<file path="config.mk">
export PLATFORM = sky130hd
export DESIGN_NAME = multi_timer_with_interrupt_status_core
export DESIGN_NICKNAME = d
export VERILOG_FILES = /design/src/sv/mtis_pkg.sv /design/src/sv/mtis_decode.sv /design/src/sv/mtis_timer.sv /design/src/sv/multi_timer_with_interrupt_status_core.sv
export SDC_FILE = /design/constraint.sdc
export NUM_CORES = 2
export LEC_CHECK = 0
export BUFFER_PORTS_ARGS = -buffer_cell sky130_fd_sc_hd__buf_2
export CAP_MARGIN = 10
export CORE_ASPECT_RATIO = 2
export CORE_UTILIZATION = 58
export CTS_CLUSTER_SIZE = 16
export DETAILED_ROUTE_END_ITERATION = 8
export PLACE_DENSITY = 0.75
export SYNTH_ARGS = -nofsm -noshare
export SYNTH_HDL_FRONTEND = slang
export SYNTH_SLANG_ARGS = --single-unit
</file>
<file path="constraint.sdc">
create_clock -name clk -period 7.3 [get_ports clk]
set_input_delay 1.46 -clock clk [delete_from_list [all_inputs] [get_ports clk]]
set_output_delay 1.46 -clock clk [all_outputs]
set_load 0.01 [all_outputs]
</file>
<file path="src/sv/mtis_pkg.sv">
// ----------------------------------------------------------------------------
// mtis_pkg
// Shared types, address map and mode bit positions of the multi-timer block.
// ----------------------------------------------------------------------------
package mtis_pkg;

  localparam int unsigned NUM_TIMERS = 6;

  localparam logic [1:0] OP_READ  = 2'd0;
  localparam logic [1:0] OP_WRITE = 2'd1;
  localparam logic [1:0] OP_TICK  = 2'd2;

  localparam logic [31:0] TMR_WIN_BASE = 32'h1000_1000;
  localparam logic [31:0] TMR_WIN_SIZE = 32'h0000_0100;
  localparam logic [31:0] TMR4_BASE    = 32'h1000_1400;
  localparam logic [31:0] TMR5_BASE    = 32'h1000_1800;
  localparam logic [31:0] STAT_ADDR    = 32'h1000_F000;
  localparam logic [31:0] MASK_ADDR    = 32'h1000_F010;

  localparam logic [7:0] OFF_COUNT  = 8'h00;
  localparam logic [7:0] OFF_MODE   = 8'h10;
  localparam logic [7:0] OFF_TARGET = 8'h20;

  localparam int unsigned BIT_ENABLE   = 0;
  localparam int unsigned BIT_TGT_MODE = 1;
  localparam int unsigned BIT_IRQ_EN   = 8;
  localparam int unsigned BIT_CLK_SEL  = 10;
  localparam int unsigned BIT_OVERFLOW = 14;
  localparam int unsigned STAT_LSB     = 16;

  localparam logic [1:0] CLK_DIV16  = 2'd0;
  localparam logic [1:0] CLK_DIV256 = 2'd1;

  typedef struct packed {
    logic [1:0]  operation;
    logic [31:0] address;
    logic [31:0] write_data;
    logic [30:0] tick_cycles;
  } in_t;

  typedef struct packed {
    logic [31:0] read_data;
    logic        irq_pending;
  } out_t;

  typedef struct packed {
    logic                  hit_stat;
    logic                  hit_mask;
    logic [NUM_TIMERS-1:0] tmr_sel;
    logic                  off_count;
    logic                  off_mode;
    logic                  off_target;
  } dec_t;

  typedef struct packed {
    logic        wr_count;
    logic        wr_mode;
    logic        wr_target;
    logic        tick;
    logic [31:0] wdata;
    logic [30:0] cycles;
  } tmr_ctrl_t;

  typedef struct packed {
    logic [31:0] count;
    logic [31:0] mode;
    logic [31:0] target;
  } tmr_state_t;

  function automatic logic [31:0] tmr_base(input int unsigned idx);
    logic [31:0] base;
    if (idx < 4) begin
      base = TMR_WIN_BASE + TMR_WIN_SIZE * 32'(idx);
    end else if (idx == 4) begin
      base = TMR4_BASE;
    end else begin
      base = TMR5_BASE;
    end
    return base;
  endfunction

endpackage

</file>
<file path="src/sv/mtis_decode.sv">
// ----------------------------------------------------------------------------
// mtis_decode
// Address decode of a bus access onto status, mask and timer registers.
// ----------------------------------------------------------------------------
module mtis_decode (
  input  logic [31:0]  address,
  output mtis_pkg::dec_t dec
);
  import mtis_pkg::*;

  always_comb begin
    dec            = '0;
    dec.hit_stat   = (address == STAT_ADDR);
    dec.hit_mask   = (address == MASK_ADDR);
    for (int i = 0; i < NUM_TIMERS; i++) begin
      dec.tmr_sel[i] = ((address & 32'hFFFF_FF00) == tmr_base(i));
    end
    dec.off_count  = (address[7:0] == OFF_COUNT);
    dec.off_mode   = (address[7:0] == OFF_MODE);
    dec.off_target = (address[7:0] == OFF_TARGET);
  end

endmodule

</file>
<file path="src/sv/mtis_timer.sv">
// ----------------------------------------------------------------------------
// mtis_timer
// One timer: count, mode and target registers with prescaled tick advance.
// ----------------------------------------------------------------------------
module mtis_timer (
  input  logic                   clk,
  input  logic                   rst_n,
  input  mtis_pkg::tmr_ctrl_t    ctrl,
  output mtis_pkg::tmr_state_t   st,
  output logic                   irq
);
  import mtis_pkg::*;

  logic [31:0] count_r, count_nxt;
  logic [31:0] mode_r, mode_nxt;
  logic [31:0] target_r, target_nxt;
  logic [30:0] inc;
  logic [32:0] sum;
  logic        ovf;

  always_comb begin
    unique case (mode_r[BIT_CLK_SEL +: 2])
      CLK_DIV16:  inc = ctrl.cycles >> 4;
      CLK_DIV256: inc = ctrl.cycles >> 8;
      default:    inc = ctrl.cycles;
    endcase
    if (inc == '0 && ctrl.cycles != '0) begin
      inc = 31'd1;
    end
    sum = {1'b0, count_r} + 33'(inc);
  end

  always_comb begin
    count_nxt  = count_r;
    mode_nxt   = mode_r;
    target_nxt = target_r;
    ovf        = 1'b0;
    if (ctrl.tick && mode_r[BIT_ENABLE]) begin
      if (mode_r[BIT_TGT_MODE]) begin
        if (target_r != '0 && sum >= {1'b0, target_r}) begin
          count_nxt = '0;
          ovf       = 1'b1;
        end else begin
          count_nxt = sum[31:0];
        end
      end else begin
        ovf       = sum[32];
        count_nxt = sum[31:0];
      end
      if (ovf) begin
        mode_nxt[BIT_OVERFLOW] = 1'b1;
      end
    end
    if (ctrl.wr_count) begin
      count_nxt = '0;
    end
    if (ctrl.wr_mode) begin
      mode_nxt               = ctrl.wdata;
      mode_nxt[BIT_OVERFLOW] = mode_r[BIT_OVERFLOW];
      if (ctrl.wdata[BIT_ENABLE] && !mode_r[BIT_ENABLE]) begin
        count_nxt = '0;
      end
    end
    if (ctrl.wr_target) begin
      target_nxt = ctrl.wdata;
    end
  end

  always_ff @(posedge clk) begin
    if (!rst_n) begin
      count_r  <= '0;
      mode_r   <= '0;
      target_r <= '0;
    end else begin
      count_r  <= count_nxt;
      mode_r   <= mode_nxt;
      target_r <= target_nxt;
    end
  end

  assign irq       = ovf && mode_r[BIT_IRQ_EN];
  assign st.count  = count_r;
  assign st.mode   = mode_r;
  assign st.target = target_r;

endmodule

</file>
<file path="src/sv/multi_timer_with_interrupt_status_core.sv">
// ----------------------------------------------------------------------------
// multi_timer_with_interrupt_status_core
// Six timers with interrupt status and mask behind a bus/tick beat stream.
// ----------------------------------------------------------------------------
// A beat is held in the input register, its result in the result register.
// Throughput: one beat per cycle while the output is taken; the two registers
// decouple the two sides, and all timers update in parallel in one pass.
// Reset: synchronous active-low rst_n clears all timers, status, mask and
// both valid flags; the block is ready in the first cycle after reset.
module multi_timer_with_interrupt_status_core (
  input  logic            clk,
  input  logic            rst_n,
  input  logic            in_valid,
  output logic            in_ready,
  input  mtis_pkg::in_t   in_data,
  output logic            out_valid,
  input  logic            out_ready,
  output mtis_pkg::out_t  out_data
);
  import mtis_pkg::*;

  logic                  in_v_r, in_v_nxt;
  in_t                   in_r;
  logic                  out_v_r, out_v_nxt;
  out_t                  out_r;
  logic                  adv;
  dec_t                  dec;
  tmr_ctrl_t             ctrl [NUM_TIMERS];
  tmr_state_t            tst  [NUM_TIMERS];
  logic [NUM_TIMERS-1:0] tirq;
  logic [NUM_TIMERS-1:0] status_r, status_nxt;
  logic [31:0]           mask_r, mask_nxt;
  logic [31:0]           rd;
  logic                  is_rd, is_wr, is_tick;

  assign adv      = in_v_r && (!out_v_r || out_ready);
  assign in_ready = !in_v_r || adv;

  mtis_decode u_dec (
    .address (in_r.address),
    .dec     (dec)
  );

  always_comb begin
    is_rd   = 1'b0;
    is_wr   = 1'b0;
    is_tick = 1'b0;
    unique case (in_r.operation)
      OP_READ:  is_rd   = 1'b1;
      OP_WRITE: is_wr   = 1'b1;
      OP_TICK:  is_tick = 1'b1;
      default:  ;
    endcase
  end

  always_comb begin
    for (int i = 0; i < NUM_TIMERS; i++) begin
      ctrl[i].wr_count  = adv && is_wr && dec.tmr_sel[i] && dec.off_count;
      ctrl[i].wr_mode   = adv && is_wr && dec.tmr_sel[i] && dec.off_mode;
      ctrl[i].wr_target = adv && is_wr && dec.tmr_sel[i] && dec.off_target;
      ctrl[i].tick      = adv && is_tick;
      ctrl[i].wdata     = in_r.write_data;
      ctrl[i].cycles    = in_r.tick_cycles;
    end
  end

  for (genvar g = 0; g < NUM_TIMERS; g++) begin : g_tmr
    mtis_timer u_tmr (
      .clk   (clk),
      .rst_n (rst_n),
      .ctrl  (ctrl[g]),
      .st    (tst[g]),
      .irq   (tirq[g])
    );
  end

  always_comb begin
    status_nxt = status_r;
    mask_nxt   = mask_r;
    if (adv && is_wr && dec.hit_stat) begin
      status_nxt = status_r & ~in_r.write_data[STAT_LSB +: NUM_TIMERS];
    end
    if (adv && is_wr && dec.hit_mask) begin
      mask_nxt = in_r.write_data;
    end
    if (adv && is_tick) begin
      status_nxt = status_r | tirq;
    end
  end

  always_comb begin
    rd = '0;
    if (is_rd) begin
      if (dec.hit_stat) begin
        rd[STAT_LSB +: NUM_TIMERS] = status_r;
      end
      if (dec.hit_mask) begin
        rd = mask_r;
      end
      for (int i = 0; i < NUM_TIMERS; i++) begin
        if (dec.tmr_sel[i]) begin
          if (dec.off_count) begin
            rd = tst[i].count;
          end
          if (dec.off_mode) begin
            rd = tst[i].mode;
          end
          if (dec.off_target) begin
            rd = tst[i].target;
          end
        end
      end
    end
  end

  always_comb begin
    in_v_nxt = in_v_r;
    if (in_valid && in_ready) begin
      in_v_nxt = 1'b1;
    end else if (adv) begin
      in_v_nxt = 1'b0;
    end
    out_v_nxt = out_v_r;
    if (adv) begin
      out_v_nxt = 1'b1;
    end else if (out_ready) begin
      out_v_nxt = 1'b0;
    end
  end

  always_ff @(posedge clk) begin
    if (!rst_n) begin
      in_v_r   <= 1'b0;
      out_v_r  <= 1'b0;
      status_r <= '0;
      mask_r   <= '0;
    end else begin
      in_v_r   <= in_v_nxt;
      out_v_r  <= out_v_nxt;
      status_r <= status_nxt;
      mask_r   <= mask_nxt;
    end
  end

  always_ff @(posedge clk) begin
    if (in_valid && in_ready) begin
      in_r <= in_data;
    end
    if (adv) begin
      out_r.read_data   <= rd;
      out_r.irq_pending <= |(status_nxt & mask_nxt[STAT_LSB +: NUM_TIMERS]);
    end
  end

  assign out_valid = out_v_r;
  assign out_data  = out_r;

endmodule

</file>
==> impl_metrics.json, run 1 <==
{
  "synthMuxAreaShare_pct": 5.99,
  "start_util_pct": 58.5,
  "syn_area_sq_mm": 0.0509,
  "synth_edf_count": 130,
  "synth_area_per_cell_sq_um": 7.91,
  "cts_root_buf": "clkbuf_16",
  "fp.dieW_microns": 211,
  "haltStage": "global routing (5_1_grt)",
  "synth-async-reset-ratio_pct": 0,
  "io_pins": 136,
  "ys.warnings.count": 0,
  "h-tree-depth": 3,
  "gp_congestion": 1.18,
  "io_buffers": 135,
  "synth_adder_area_share_pct": 9.53,
  "synth_area_leader_cell": "dfxtp_1",
  "synth_compound_area_share_pct": 25.3,
  "ys_seq_area_share_pct": 31.9,
  "ys.flop_type": "dfxtp_1",
  "ys_types": 91,
  "ys_seq_elements": 746,
  "syn-num-nets": 6920,
  "stop_error": "[ERROR GRT-0116] Global routing finished with congestion. Check the congestion regions in the DRC Viewer.",
  "grt_use_total_pct": 61.3,
  "post-cts-setup-buffer-count": 0,
  "num_rows": 153,
  "grt_pass1_wl_microns": 393000,
  "syn_inst": 6435,
  "hpwlAfterDp_microns": 189000,
  "grt_overflow": 10,
  "cts.sinks": 746,
  "cts_hold_buffers": 0,
  "fp.dieH_microns": 421,
  "synth-xor-area-share_pct": 2.82,
  "grt_max_degree": 93,
  "status": "stopped before the end",
  "grt_pass1_vias": 55500,
  "numCtsBuffers": 74,
  "yosys.area_share.simple_pct": 19.2,
  "synth_top_area_share_pct": 24.2,
  "clock_path_buffers": 3,
  "synth_top_family_by_area": "compound AO/OA/AOI/OAI gates",
  "synth_area_leaders": "dfxtp_1 (24%), ha_1 (9.3%), nand2_1 (9.2%)"
}
-- stage by stage --
stage                     utilization, %  TNS, ns  setup WS (ns)  cells  instance area (sq um)
after floorplan                        -        0          0.504   6435                  50900
after global placement              63.2    -4.68         -0.433   7713                  54900
after detailed placement            63.2    -8.42         -0.452   7713                  54900
after CTS                           66.1  -0.0162        -0.0162   7849                  57500
-- synth_stat cells (21+ instances only) --
| cell | instances |
|---|---|
| a21oi_1 | 403 |
| nor3b_1 | 56 |
| o21a_1 | 77 |
| nor4_1 | 103 |
| a211oi_1 | 41 |
| a2bb2oi_1 | 31 |
| buf_1 | 39 |
| nand2b_1 | 30 |
| o221ai_1 | 21 |
| a22o_1 | 39 |
| and3_1 | 22 |
| nand2_1 | 1246 |
| o211ai_1 | 26 |
| inv_1 | 258 |
| o21ai_0 | 322 |
| mux2i_1 | 284 |
| nor3_1 | 62 |
| nand4_1 | 54 |
| a21boi_0 | 411 |
| edfxtp_1 | 130 |
| a221oi_1 | 53 |
| xnor2_1 | 121 |
| xor2_1 | 43 |
| nor2_1 | 392 |
| a31oi_1 | 30 |
| o22ai_1 | 133 |
| a22oi_1 | 82 |
| dfxtp_1 | 616 |
| and2_1 | 44 |
| clkbuf_1 | 389 |
| nor2b_1 | 37 |
| a21o_1 | 96 |
| ha_1 | 378 |
| nand3_1 | 83 |
-- logic make-up after synthesis --
| kind of cell | Yosys count |
|---|---|
| AO/OA/AOI/OAI | 1926 |
| XOR/XNOR | 164 |
| adder cells (fa/ha/maj) | 384 |
| buffers and inverters | 703 |
| flip-flops | 746 |
| multiplexers | 302 |
| AND/OR/NAND/NOR | 2210 |
-- per-layer routing --
layer	GRT overflow	track usage (%)
met5	0	3.00
met4	1	69.4
met3	0	29.8
met2	9	89.0
met1	0	59.7
-- timing repair --
action | CTS
setup endpoints to repair | 65
gates resized for setup | 23
pin swaps | 4
==> run 2, diff against run 1 <==
Settings changed: CORE_ASPECT_RATIO 2 to not set, CORE_UTILIZATION 58 to 40, CTS_CLUSTER_SIZE 16 to not set, PLACE_DENSITY 0.75 to not set, PLACE_DENSITY_LB_ADDON set to 0.15.
==> impl_metrics.json, run 2 <==
{
  "synth-async-reset-ratio_pct": 0,
  "io_buffers": 135,
  "relSlewSlack_pct": -1.06,
  "layout_commonest_cell": "nand2_1",
  "synth_area_leaders": "dfxtp_1 (24%), ha_1 (9.3%), nand2_1 (9.2%)",
  "rsz0062_at_grt": "true",
  "num_rows": 130,
  "h-tree-depth": 3,
  "ys.warnings.count": 0,
  "finalInstanceArea_sq_mm": 0.0582,
  "cts_hold_buffers": 0,
  "final_nets": 6998,
  "grt_overflow": 0,
  "worst_slew_pin_slew_ns": 1.52,
  "gp_congestion": 1.03,
  "drive_gt1_share_pct": 11.0,
  "fp.dieW_microns": 359,
  "cap_violations": 0,
  "die-area_sq_mm": 0.129,
  "synth_top_area_share_pct": 24.2,
  "tritoncts": "yes",
  "syn-num-nets": 6920,
  "path_common_cell": "a21oi_1",
  "start_util_pct": 40.4,
  "fp.dieH_microns": 359,
  "clk_latency_ns": 0.74,
  "drtPass1Iterations": 8,
  "status": "complete, but fails checks",
  "period_share_pct": 97.4,
  "drt-total-wl_microns": 240000,
  "ys.flop_type": "dfxtp_1",
  "ys_types": 91,
  "p_total_mw": 10.3,
  "grt_pass1_wl_microns": 339000,
  "cts.sinks": 746,
  "wire_per_inst_microns": 29.1,
  "fmax_mhz": 141,
  "final_cell_mix": "nand2_1 (1,239), dfxtp_1 (616), a21boi_0 (411), a21oi_1 (402), ha_1 (375)",
  "vias": 51000,
  "synth_area_per_cell_sq_um": 7.91,
  "critical_path.max_fanout": 18,
  "synth_area_leader_cell": "dfxtp_1",
  "finClkSkew_ns": 0.0354,
  "p_leak_nw": 21.6,
  "fin_crit_ns": 7.11,
  "cp_data_arrival_time_ns": 7.57,
  "synth.most_common_cell": "nand2_1",
  "hpwlAfterDp_microns": 171000,
  "max-vdd-ir-drop_mv": 0.219,
  "top_regs": "g_tmr.u_tmr.count_r x192, g_tmr.u_tmr.mode_r x192, g_tmr.u_tmr.target_r x192",
  "worstPathRequired_ns": 7.76,
  "viasPerCell": 6.18,
  "crit_type": "reg -> reg",
  "syn_inst": 6435,
  "hold_violations": 0,
  "critPathMaxStageDelay_ns": 0.60,
  "setup_violations": 0,
  "cts_root_buf": "clkbuf_16",
  "ys_seq_area_share_pct": 31.9,
  "grt_use_total_pct": 36.3,
  "synth_edf_count": 130,
  "violations": "slew limit",
  "detail-route-antenna-nets": 0,
  "worst_hold_path_type": "reg -> reg",
  "clock_path_buffers": 3,
  "grt_pass1_vias": 46700,
  "numCtsBuffers": 92,
  "syn_area_sq_mm": 0.0509,
  "power.density_mw_per_mm2": 177,
  "drv_slew": 2,
  "cp-end-kind": "flop",
  "io_pins": 136,
  "area_delta_synth_final_pct": 14.3,
  "worst-r2r-setup-slack_ns": 0.19,
  "drt_iter0_markers": 6647,
  "start_kind": "flop",
  "drc": 0,
  "ys_seq_elements": 746,
  "path_clk_slew_ns": 0.06,
  "antenna_found_initial": 12,
  "coreArea_sq_mm": 0.126,
  "ys_top_cells_by_count": "nand2_1 (1,246), dfxtp_1 (616), a21boi_0 (411)",
  "place_inst": 8064,
  "placed_cell_area_sq_mm": 0.0546,
  "crit_slowest_cell": "o21ai_0",
  "instances_no_fill": 8245,
  "grt_max_degree": 108
}
## run 2: layer usage
metal,up-vias,part of all wire (%),track usage [%]
met5,-,0.0029,0
met4,2,6.0,19.3
met3,536,12,9.88
met2,2804,41,52.2
met1,24400,41,49.3
li1,23200,-,-
## run 2: metrics by stage
stage	worst slack (ns)	util [%]	TNS, ns	hold slack, ns
finish	0.190	46.2	0	0.460
global route	-0.0497	46.2	-0.0714	0.474
CTS	0.0455	45.9	0	0.461
detailed placement	-0.315	43.4	-0.853	0.453
global placement	-0.349	43.4	-1.13	0.445
floorplan	0.504	-	0	0.435
## run 2: worst max-delay path: cells and delay by family, from the launching register on
family,cells,cell delay (ns)
AO/OA/AOI/OAI,14,3.37
flip-flops,1,0.37
XOR/XNOR,1,0.18
AND/OR/NAND/NOR,8,1.30
buffers and inverters,4,0.76
adder cells (fa/ha/maj),3,0.70
multiplexers,1,0.13
## run 2: kinds of logic (layout without fill, tap and decap cells)
| kind of cell | count (synthesis) | count (layout) | synth area share (%) |
|---|---|---|---|
| and+or+nand+nor | 2210 | 2210 | 19.2 |
| AOI/OAI and AO/OA | 1926 | 1926 | 25.3 |
| DFF | 746 | 746 | 31.9 |
| buffers and inverters | 703 | 859 | 5.23 |
| adders and majority gates | 384 | 384 | 9.53 |
| muxes | 302 | 302 | 5.99 |
| xor gates and xnor gates | 164 | 164 | 2.82 |
| other | 0 | 4 | 0 |
## run 2: area by class of cell
| type | count | area [sq um] |
|---|---|---|
| diodes | 4 | 10.0 |
| clock buffers | 123 | 2560 |
| clock inverters | 49 | 604 |
| fillers | 12600 | 67700 |
| inverters | 258 | 968 |
| multi-input cells | 4986 | 32400 |
| flip-flops and latches | 746 | 16200 |
| well taps | 1650 | 2060 |
| repair buffers | 429 | 3260 |
## run 2: what timing repair did
action,CTS,global route
resized for setup,4,76
pin swaps,0,28
cloned,0,0
setup buffers,0,4
endpoints found under the setup margin,21,121
## run 2: worst paths after layout
kind | startpoint | to | cells past startpoint
worst max register to register | ctrl[8]$_DFFE_PP_ | out_data[0]$_DFFE_PP_ | 31
worst max-delay path | ctrl[8]$_DFFE_PP_ | out_data[0]$_DFFE_PP_ | 31
worst min register to register | g_tmr[5].u_tmr.mode_r[17]$_SDFFE_PN0P_ | g_tmr[5].u_tmr.mode_r[17]$_SDFFE_PN0P_ | 2
worst min-delay path | g_tmr[5].u_tmr.mode_r[17]$_SDFFE_PN0P_ | g_tmr[5].u_tmr.mode_r[17]$_SDFFE_PN0P_ | 2
## run 2: power by group
part | switching (mW) | leakage (nW) | total, mW | internal (mW)
combinational | 0.732 | 13.8 | 1.06 | 0.332
clock | 2.04 | 1.55 | 4.94 | 2.90
sequential | 0.0404 | 6.20 | 4.27 | 4.23
(Power assumes the default switching activity.)
